**src/ncpf_pkg.sv**
```systemverilog
`timescale 1ns / 1ps
// ----------------------------------------------------------------------------
// ncpf_pkg
// Shared types and constants of the NC program flow controller.
// ----------------------------------------------------------------------------
package ncpf_pkg;

  localparam int ProgNumBits = 17;
  localparam int LineAddrBits = 24;
  localparam int MCodeBits = 8;
  localparam int LValueBits = 14;
  localparam int RepeatBits = 15;
  localparam int StatusBits = 3;

  localparam logic OP_REGISTER = 1'b0;
  localparam logic OP_LINE_END = 1'b1;

  localparam logic [MCodeBits-1:0] M_NEXT_PROG = 8'd30;
  localparam logic [MCodeBits-1:0] M_CALL = 8'd98;
  localparam logic [MCodeBits-1:0] M_RETURN = 8'd99;

  localparam logic [StatusBits-1:0] ST_CONTINUE = 3'd0;
  localparam logic [StatusBits-1:0] ST_JUMP = 3'd1;
  localparam logic [StatusBits-1:0] ST_END = 3'd2;
  localparam logic [StatusBits-1:0] ST_OVERFLOW = 3'd3;
  localparam logic [StatusBits-1:0] ST_FULL = 3'd4;

  typedef enum logic [2:0] {
    S_IDLE,
    S_DECODE,
    S_SCAN,
    S_POP,
    S_RESULT
  } ncpf_state_e;

endpackage

```
**src/ncpf_ram.sv**
```systemverilog
`timescale 1ns / 1ps
// ----------------------------------------------------------------------------
// ncpf_ram
// Generic RAM: one write port, one read port, registered read data.
// ----------------------------------------------------------------------------
module ncpf_ram #(
  parameter int WIDTH = 8,
  parameter int DEPTH = 16
) (
  input  logic                                       clk_i,
  input  logic                                       we_i,
  input  logic [(DEPTH > 1 ? $clog2(DEPTH) : 1)-1:0] waddr_i,
  input  logic [WIDTH-1:0]                           wdata_i,
  input  logic [(DEPTH > 1 ? $clog2(DEPTH) : 1)-1:0] raddr_i,
  output logic [WIDTH-1:0]                           rdata_o
);

  logic [WIDTH-1:0] mem_q [DEPTH];

  always_ff @(posedge clk_i) begin
    if (we_i) begin
      mem_q[waddr_i] <= wdata_i;
    end
    rdata_o <= mem_q[raddr_i];
  end

endmodule

```
**src/nc_program_flow_controller.sv**
```systemverilog
`timescale 1ns / 1ps
// ----------------------------------------------------------------------------
// nc_program_flow_controller
// Next-line address logic of a G-code interpreter with an M98/M99 call stack.
// ----------------------------------------------------------------------------
// One word in, one word out. A register word, an M99 or a line with any other
// M code passes from decode, through a stack pop for an M99 on a non-empty
// stack, to the result. M30 and M98 walk the program table through the read
// port of the table RAM, one entry per cycle, up to the result. The input is
// stalled while a word is in work; a finished result sits in an output
// register, so the next word is taken while it waits. Table and stack
// live in RAMs with no reset and need no clearing pass: only entries below the
// fill count and the stack depth are ever read.
// ----------------------------------------------------------------------------
module nc_program_flow_controller
  import ncpf_pkg::*;
#(
  parameter int PROGRAM_SLOTS = 64,
  parameter int STACK_SLOTS = 32,
  parameter int ADDRESS_BITS = 24
) (
  input  logic                    clk_i,
  input  logic                    rst_ni,
  input  logic                    in_valid_i,
  output logic                    in_stall_o,
  input  logic                    operation_i,
  input  logic [ProgNumBits-1:0]  program_number_i,
  input  logic [LineAddrBits-1:0] line_address_i,
  input  logic signed [MCodeBits-1:0] m_code_i,
  input  logic [ProgNumBits-1:0]  p_value_i,
  input  logic                    l_present_i,
  input  logic [LValueBits-1:0]   l_value_i,
  output logic                    out_valid_o,
  input  logic                    out_stall_i,
  output logic [LineAddrBits-1:0] next_address_o,
  output logic [StatusBits-1:0]   status_o
);

  localparam int AW = ADDRESS_BITS;
  localparam int TAW = PROGRAM_SLOTS > 1 ? $clog2(PROGRAM_SLOTS) : 1;
  localparam int TIW = $clog2(PROGRAM_SLOTS + 1);
  localparam int SAW = STACK_SLOTS > 1 ? $clog2(STACK_SLOTS) : 1;
  localparam int SIW = $clog2(STACK_SLOTS + 1);
  localparam int TW = 1 + ProgNumBits + AW;
  localparam int SW = 2 * AW + RepeatBits;

  ncpf_state_e state_q, state_d;

  logic                   op_q;
  logic [ProgNumBits-1:0] prog_q;
  logic [AW-1:0]          addr_q;
  logic [MCodeBits-1:0]   m_q;
  logic [ProgNumBits-1:0] pval_q;
  logic                   lpres_q;
  logic [LValueBits-1:0]  lval_q;

  logic [TIW-1:0] idx_q, idx_d;
  logic           pend_q, pend_d;
  logic [TAW-1:0] pend_idx_q, pend_idx_d;
  logic [TIW-1:0] tcount_q, tcount_d;
  logic [SIW-1:0] depth_q, depth_d;
  logic [LValueBits-1:0] repeat_q, repeat_d;

  logic [AW-1:0]         res_addr_q, res_addr_d;
  logic [StatusBits-1:0] res_status_q, res_status_d;

  logic                    out_valid_q, out_valid_d;
  logic [LineAddrBits-1:0] out_addr_q;
  logic [StatusBits-1:0]   out_status_q;

  logic           t_we;
  logic [TAW-1:0] t_waddr, t_raddr;
  logic [TW-1:0]  t_wdata, t_rdata;
  logic           s_we;
  logic [SAW-1:0] s_waddr, s_raddr;
  logic [SW-1:0]  s_wdata, s_rdata;

  logic                   in_accept, out_load;
  logic                   t_exec;
  logic [ProgNumBits-1:0] t_prog;
  logic [AW-1:0]          t_start;
  logic [AW-1:0]          s_target, s_return;
  logic [RepeatBits-1:0]  s_rep;
  logic                   is_m30, is_m98, is_m99;
  logic                   entry_match, hit, scan_end, issue;
  logic                   table_full, stack_full;
  logic [SAW-1:0]         top_idx;

  ncpf_ram #(.WIDTH(TW), .DEPTH(PROGRAM_SLOTS)) u_table_ram (
    .clk_i   (clk_i),
    .we_i    (t_we),
    .waddr_i (t_waddr),
    .wdata_i (t_wdata),
    .raddr_i (t_raddr),
    .rdata_o (t_rdata)
  );

  ncpf_ram #(.WIDTH(SW), .DEPTH(STACK_SLOTS)) u_stack_ram (
    .clk_i   (clk_i),
    .we_i    (s_we),
    .waddr_i (s_waddr),
    .wdata_i (s_wdata),
    .raddr_i (s_raddr),
    .rdata_o (s_rdata)
  );

  assign in_accept = in_valid_i && !in_stall_o;
  assign out_load = (state_q == S_RESULT) && (!out_valid_q || !out_stall_i);

  assign t_exec = t_rdata[TW-1];
  assign t_prog = t_rdata[AW+ProgNumBits-1:AW];
  assign t_start = t_rdata[AW-1:0];
  assign s_target = s_rdata[SW-1:AW+RepeatBits];
  assign s_return = s_rdata[AW+RepeatBits-1:RepeatBits];
  assign s_rep = s_rdata[RepeatBits-1:0];

  assign is_m30 = (m_q == M_NEXT_PROG);
  assign is_m98 = (m_q == M_CALL);
  assign is_m99 = (m_q == M_RETURN);

  assign entry_match = is_m30 ? ((t_start > addr_q) && !t_exec) : (t_prog == pval_q);
  assign hit = pend_q && entry_match;
  assign issue = (idx_q < tcount_q);
  assign scan_end = !pend_q && !issue;
  assign table_full = (tcount_q >= TIW'(PROGRAM_SLOTS));
  assign stack_full = (depth_q >= SIW'(STACK_SLOTS));
  assign top_idx = SAW'(depth_q - SIW'(1));

  // next state
  always_comb begin
    state_d = state_q;
    case (state_q)
      S_IDLE: begin
        if (in_accept) begin
          state_d = S_DECODE;
        end
      end
      S_DECODE: begin
        if (op_q == OP_LINE_END && (is_m30 || is_m98)) begin
          state_d = S_SCAN;
        end else if (op_q == OP_LINE_END && is_m99 && depth_q != '0) begin
          state_d = S_POP;
        end else begin
          state_d = S_RESULT;
        end
      end
      S_SCAN: begin
        if (hit || scan_end) begin
          state_d = S_RESULT;
        end
      end
      S_POP: state_d = S_RESULT;
      S_RESULT: begin
        if (out_load) begin
          state_d = S_IDLE;
        end
      end
      default: state_d = S_IDLE;
    endcase
  end

  // datapath and memory controls
  always_comb begin
    idx_d = idx_q;
    pend_d = pend_q;
    pend_idx_d = pend_idx_q;
    tcount_d = tcount_q;
    depth_d = depth_q;
    repeat_d = repeat_q;
    res_addr_d = res_addr_q;
    res_status_d = res_status_q;
    t_we = 1'b0;
    t_waddr = pend_idx_q;
    t_wdata = {1'b1, t_prog, t_start};
    t_raddr = idx_q[TAW-1:0];
    s_we = 1'b0;
    s_waddr = top_idx;
    s_wdata = {s_target, s_return, s_rep - RepeatBits'(1)};
    s_raddr = top_idx;
    case (state_q)
      S_DECODE: begin
        idx_d = '0;
        pend_d = 1'b0;
        res_addr_d = addr_q;
        res_status_d = ST_CONTINUE;
        if (op_q == OP_REGISTER) begin
          if (table_full) begin
            res_status_d = ST_FULL;
          end else begin
            t_we = 1'b1;
            t_waddr = tcount_q[TAW-1:0];
            t_wdata = {1'b0, prog_q, addr_q};
            tcount_d = tcount_q + TIW'(1);
          end
        end else begin
          if (lpres_q) begin
            repeat_d = lval_q;
          end
          if (is_m99 && depth_q == '0) begin
            res_addr_d = '0;
            res_status_d = ST_END;
          end
        end
      end
      S_SCAN: begin
        pend_d = issue;
        pend_idx_d = idx_q[TAW-1:0];
        if (issue) begin
          idx_d = idx_q + TIW'(1);
        end
        if (hit) begin
          pend_d = 1'b0;
          if (is_m30) begin
            t_we = 1'b1;
            res_addr_d = t_start;
            res_status_d = ST_JUMP;
          end else if (stack_full) begin
            res_addr_d = addr_q;
            res_status_d = ST_OVERFLOW;
          end else begin
            t_we = 1'b1;
            s_we = 1'b1;
            s_waddr = depth_q[SAW-1:0];
            s_wdata = {t_start, addr_q, RepeatBits'(repeat_q)};
            depth_d = depth_q + SIW'(1);
            repeat_d = LValueBits'(1);
            res_addr_d = t_start;
            res_status_d = ST_JUMP;
          end
        end else if (scan_end) begin
          if (is_m30) begin
            res_addr_d = '0;
            res_status_d = ST_END;
          end else begin
            res_addr_d = addr_q;
            res_status_d = ST_CONTINUE;
          end
        end
      end
      S_POP: begin
        res_status_d = ST_JUMP;
        if (s_rep > RepeatBits'(1)) begin
          s_we = 1'b1;
          res_addr_d = s_target;
        end else begin
          depth_d = depth_q - SIW'(1);
          res_addr_d = s_return;
        end
      end
      default: begin
      end
    endcase
  end

  always_comb begin
    out_valid_d = out_valid_q;
    if (out_load) begin
      out_valid_d = 1'b1;
    end else if (!out_stall_i) begin
      out_valid_d = 1'b0;
    end
  end

  always_ff @(posedge clk_i or negedge rst_ni) begin
    if (!rst_ni) begin
      state_q <= S_IDLE;
      idx_q <= '0;
      pend_q <= 1'b0;
      tcount_q <= '0;
      depth_q <= '0;
      repeat_q <= LValueBits'(1);
      out_valid_q <= 1'b0;
    end else begin
      state_q <= state_d;
      idx_q <= idx_d;
      pend_q <= pend_d;
      tcount_q <= tcount_d;
      depth_q <= depth_d;
      repeat_q <= repeat_d;
      out_valid_q <= out_valid_d;
    end
  end

  always_ff @(posedge clk_i) begin
    if (in_accept) begin
      op_q <= operation_i;
      prog_q <= program_number_i;
      addr_q <= AW'(line_address_i);
      m_q <= m_code_i;
      pval_q <= p_value_i;
      lpres_q <= l_present_i;
      lval_q <= l_value_i;
    end
    pend_idx_q <= pend_idx_d;
    res_addr_q <= res_addr_d;
    res_status_q <= res_status_d;
    if (out_load) begin
      out_addr_q <= LineAddrBits'(res_addr_q);
      out_status_q <= res_status_q;
    end
  end

  assign in_stall_o = (state_q != S_IDLE);
  assign out_valid_o = out_valid_q;
  assign next_address_o = out_addr_q;
  assign status_o = out_status_q;

  a_depth_bound: assert property (@(posedge clk_i) disable iff (!rst_ni)
    depth_q <= SIW'(STACK_SLOTS))
    else $error("stack depth beyond capacity");

  a_count_bound: assert property (@(posedge clk_i) disable iff (!rst_ni)
    tcount_q <= TIW'(PROGRAM_SLOTS))
    else $error("table count beyond capacity");

  a_push_room: assert property (@(posedge clk_i) disable iff (!rst_ni)
    (s_we && state_q == S_SCAN) |-> !stack_full)
    else $error("push into a full stack");

  a_result_src: assert property (@(posedge clk_i) disable iff (!rst_ni)
    $rose(out_valid_q) |-> $past(state_q == S_RESULT))
    else $error("result word without a finished item");

  a_busy_after_accept: assert property (@(posedge clk_i) disable iff (!rst_ni)
    in_accept |=> (in_stall_o && !$stable(state_q)))
    else $error("accepted word not taken into work");

endmodule
```
**config.mk**
```make
export PLATFORM = sky130hd
export DESIGN_NAME = nc_program_flow_controller
export DESIGN_NICKNAME = d
export VERILOG_FILES = /design/src/ncpf_pkg.sv /design/src/ncpf_ram.sv /design/src/nc_program_flow_controller.sv
export SDC_FILE = /design/constraint.sdc
export NUM_CORES = 2
export LEC_CHECK = 0
export BUFFER_PORTS_ARGS = -buffer_cell sky130_fd_sc_hd__buf_2
export CAP_MARGIN = 20
export CORE_ASPECT_RATIO = 1.1
export CORE_UTILIZATION = 40
export CTS_BUF_LIST = sky130_fd_sc_hd__clkbuf_16
export DETAILED_ROUTE_END_ITERATION = 10
export PLACE_DENSITY = 0.54
export SETUP_SLACK_MARGIN = 0.05
export SLEW_MARGIN = 20
export SYNTH_ARGS = -nofsm -noshare
export SYNTH_HDL_FRONTEND = slang
export SYNTH_HIERARCHICAL = 1
export SYNTH_MEMORY_MAX_BITS = 65536
export SYNTH_SLANG_ARGS = --single-unit
```
**constraint.sdc**
```tcl
create_clock -name clk_i -period 14.58 [get_ports clk_i]
set_clock_uncertainty 0.2 [all_clocks]
set_input_delay 0.729 -clock clk_i [delete_from_list [all_inputs] [get_ports clk_i]]
set_output_delay 0.729 -clock clk_i [all_outputs]
set_load 0.05 [all_outputs]
```
==> impl_metrics.py <==
metrics = {
    "outcome": {
        "outcome": "complete, no violations",
    },
    "grt": {
        "grt_usage": 0.221,
        "grt_pass1_vias": 94700,
        "grt_start_max_net_pins": 154,
        "overflow": 0,
        "grt_first_pass_wirelength_mm": 748,
        "antenna_found_initial": 27,
    },
    "setup_path": {
        "cp_max_fo": 122,
        "r2r-end": "u_stack_ram/mem_q[1][22]",
        "setup.worst_path.start_class": "register",
        "worstReg2RegStart": "u_table_ram/rdata_o[30]",
        "regToRegSetupSlack_ns": 8.11,
        "r2r_cells": 10,
        "critical_path_class": "register to register",
        "crit_required_ns": 15.00,
        "cp-end-kind": "register",
        "arrival_ns": 6.89,
    },
    "clock_network": {
        "clk_pin_slew_ns": 0.05,
        "clock-root-buffer": "clkbuf_16",
        "clock_latency_ns": 1.03,
        "ctsLongestPathBuffers": 4,
        "cts_buffers": 533,
        "htree_levels": 6,
        "cts_num_sinks": 4990,
        "postCtsSetupBuffers": 0,
        "cts_tree": "yes",
    },
    "finish": {
        "stdcell_count": 15700,
        "fin_area_um2": 219000,
        "mostFrequentLayoutCells": "edfxtp_1, mux4_2, clkbuf_16",
        "final_common_cell": "edfxtp_1",
        "drive_gt1_frac": 0.293,
        "nets": 9119,
        "post-route-util": 0.461,
        "area_delta_synth_final_pct": 14.4,
    },
    "route": {
        "viasPerCell": 5.87,
        "drc": 0,
        "drt_iter0_drc": 10300,
        "ant_nets": 0,
        "vias": 92200,
        "drt-pass1-iter-count": 6,
        "post_drt_wl_per_cell_um": 34.2,
        "detail_route.wirelength_mm": 537,
    },
    "die": {
        "start_util": 0.403,
        "std_cell_rows": 265,
        "dieWidth_um": 661,
        "fp.coreArea_um2": 474000,
        "dieArea_um2": 480000,
        "die_y_um": 727,
        "design.portCount": 115,
    },
    "pwr": {
        "p_int_mw": 23.6,
        "comb_power_share": 0.036,
        "sw_frac_of_total": 0.214,
        "p_total_mw": 30.1,
        "p_switching_mw": 6.45,
        "power.share.sequential": 0.538,
        "powerDensity_nw_per_um2": 138,
        "leakage_nw": 63.1,
        "clkPwrFrac": 0.427,
        "max-vdd-ir-drop_mv": 0.124,
    },
    "sta": {
        "max_freq_mhz": 154,
        "tightest_slew_ns": 1.23,
        "final-hold-violation-count": 0,
        "setup_violations": 0,
        "fin_tns_setup_ns": 0,
        "slew_violations": 0,
        "post-route-period-util": 0.444,
        "fin_ws_ns": 8.11,
        "holdWs_ns": 0.173,
        "rsz0062_at_grt": "no",
        "slew_headroom": 0.179,
        "fin_crit_ns": 6.47,
    },
    "placement": {
        "placed_area_um2": 201000,
        "pre_cts_slack_ns": 8.35,
        "post-place-cells": 14600,
        "hpwl_mm": 292,
        "io_buffers": 114,
        "gp_congestion": 0.862,
    },
    "synth": {
        "yosys_warnings": 6,
        "synth.avg_cell_area_um2": 22.7,
        "syn_nets": 8534,
        "synth_ff_type": "edfxtp_1",
        "ys_seq_area_frac": 0.778,
        "synth_cell_types": 84,
        "synth-edff-count": 4846,
        "synth-seq-cells": 4990,
        "synth_area_um2": 191000,
        "synthCells": 8411,
        "async_flop_share": 0.00782,
    },
    "flow_run": {
        "maxCapViolCount": 0,
    },
    "min_path": {
        "hold_class": "input pin to asynchronous set/reset pin",
    },
}
[critical path: stages (launching register included)]
cell and delay, ns:
dfxtp_1 0.54, xnor2_1 0.20, nand4_1 0.14, nor4b_2 1.00, buf_4 0.28, nand4_1 0.15
buf_12 0.26, xnor2_1 0.40, nand3b_1 0.67, nor2_4 1.10, buf_4 0.88
[worst max-delay path by stage]
| stage | end | slack [ns] | depth (start not counted) | start |
|---|---|---|---|---|
| after floorplan | u_table_ram/mem_q[49][0] | 8.42 | 9 | state_q[1] |
| after global placement | u_stack_ram/mem_q[13][18] | 8.28 | 11 | u_table_ram/rdata_o[30] |
| after detailed placement | u_stack_ram/mem_q[15][30] | 8.35 | 10 | u_table_ram/rdata_o[30] |
| after CTS | u_stack_ram/mem_q[1][22] | 8.31 | 10 | u_table_ram/rdata_o[30] |
| after global routing | u_stack_ram/mem_q[15][30] | 8.05 | 10 | u_table_ram/rdata_o[30] |
| final | u_stack_ram/mem_q[1][22] | 8.11 | 10 | u_table_ram/rdata_o[30] |
[power groups by stage]
stage                     logic (mW)  clock network [mW]  registers, mW
after floorplan                0.492                   0           16.5
after global placement          1.01                   0           16.5
after detailed placement        1.05                   0           16.5
after CTS                       1.07                13.1           16.2
after global routing            1.14                13.6           16.2
final                           1.08                12.8           16.2
[layout make-up]
type,instances,area (um2)
fill,38900,256000
timing repair buffer,507,3930
sequential,4990,149000
multi-input combinational,2906,41400
clock buffer,557,13900
antenna,19,47.5
tap,6274,7850
clock inverter,390,2520
inverter,58,244
[synth_stat cells (76+ instances only)]
cell type / instances / area (um2)
clkbuf_1: 206 / 773
a22oi_1: 88 / 661
buf_2: 117 / 586
dfxtp_1: 105 / 2100
o21ai_0: 119 / 596
nand2_1: 244 / 916
mux2_2: 122 / 1370
a21oi_1: 86 / 430
mux4_2: 1276 / 28700
edfxtp_1: 4846 / 146000
mux2i_1: 198 / 1980
buf_4: 76 / 571
nor2_1: 182 / 683
[flip-flops by register name (all words and copies together) (netlist names), 6 cells and up]
name and count:
addr_q 24, depth_q 6, idx_q 7, lval_q 14, m_q 8, next_address_o 24, pend_idx_q 6, prog_q 17
pval_q 17, repeat_q 14, res_addr_q 24, tcount_q 7, u_stack_ram/mem_q 2016, u_stack_ram/rdata_o 63, u_table_ram/mem_q 2688, u_table_ram/rdata_o 42
[metal layers]
| metal | track usage | vias to the layer above | wire length, um |
|---|---|---|---|
| met1 | 0.291 | 50700 | 210000 |
| met5 | 0 | - | 108 |
| met3 | 0.0393 | 784 | 38700 |
| met4 | 0.0714 | 16 | 18800 |
| met2 | 0.375 | 3655 | 269000 |
| li1 | - | 37000 | - |
[cells by family (layout without fill, tap and decap cells)]
kind of cell    Yosys count  after routing  synth area share
compound gates          585            585            0.0211
xor+xnor                 46             46           0.00211
fa+ha+maj                37             37           0.00242
buf+inv                 515           1512            0.0131
flops                  4990           4990             0.778
mux                    1596           1596             0.168
other cells               0             19                 0
simple gates            642            642            0.0156
[repair_timing]
action                                 in CTS  in global routing
hold buffers                               85                  0
resized for setup                           0                  0
endpoints found under the hold margin     122                  0
Power figures use the tool's default switching activity.
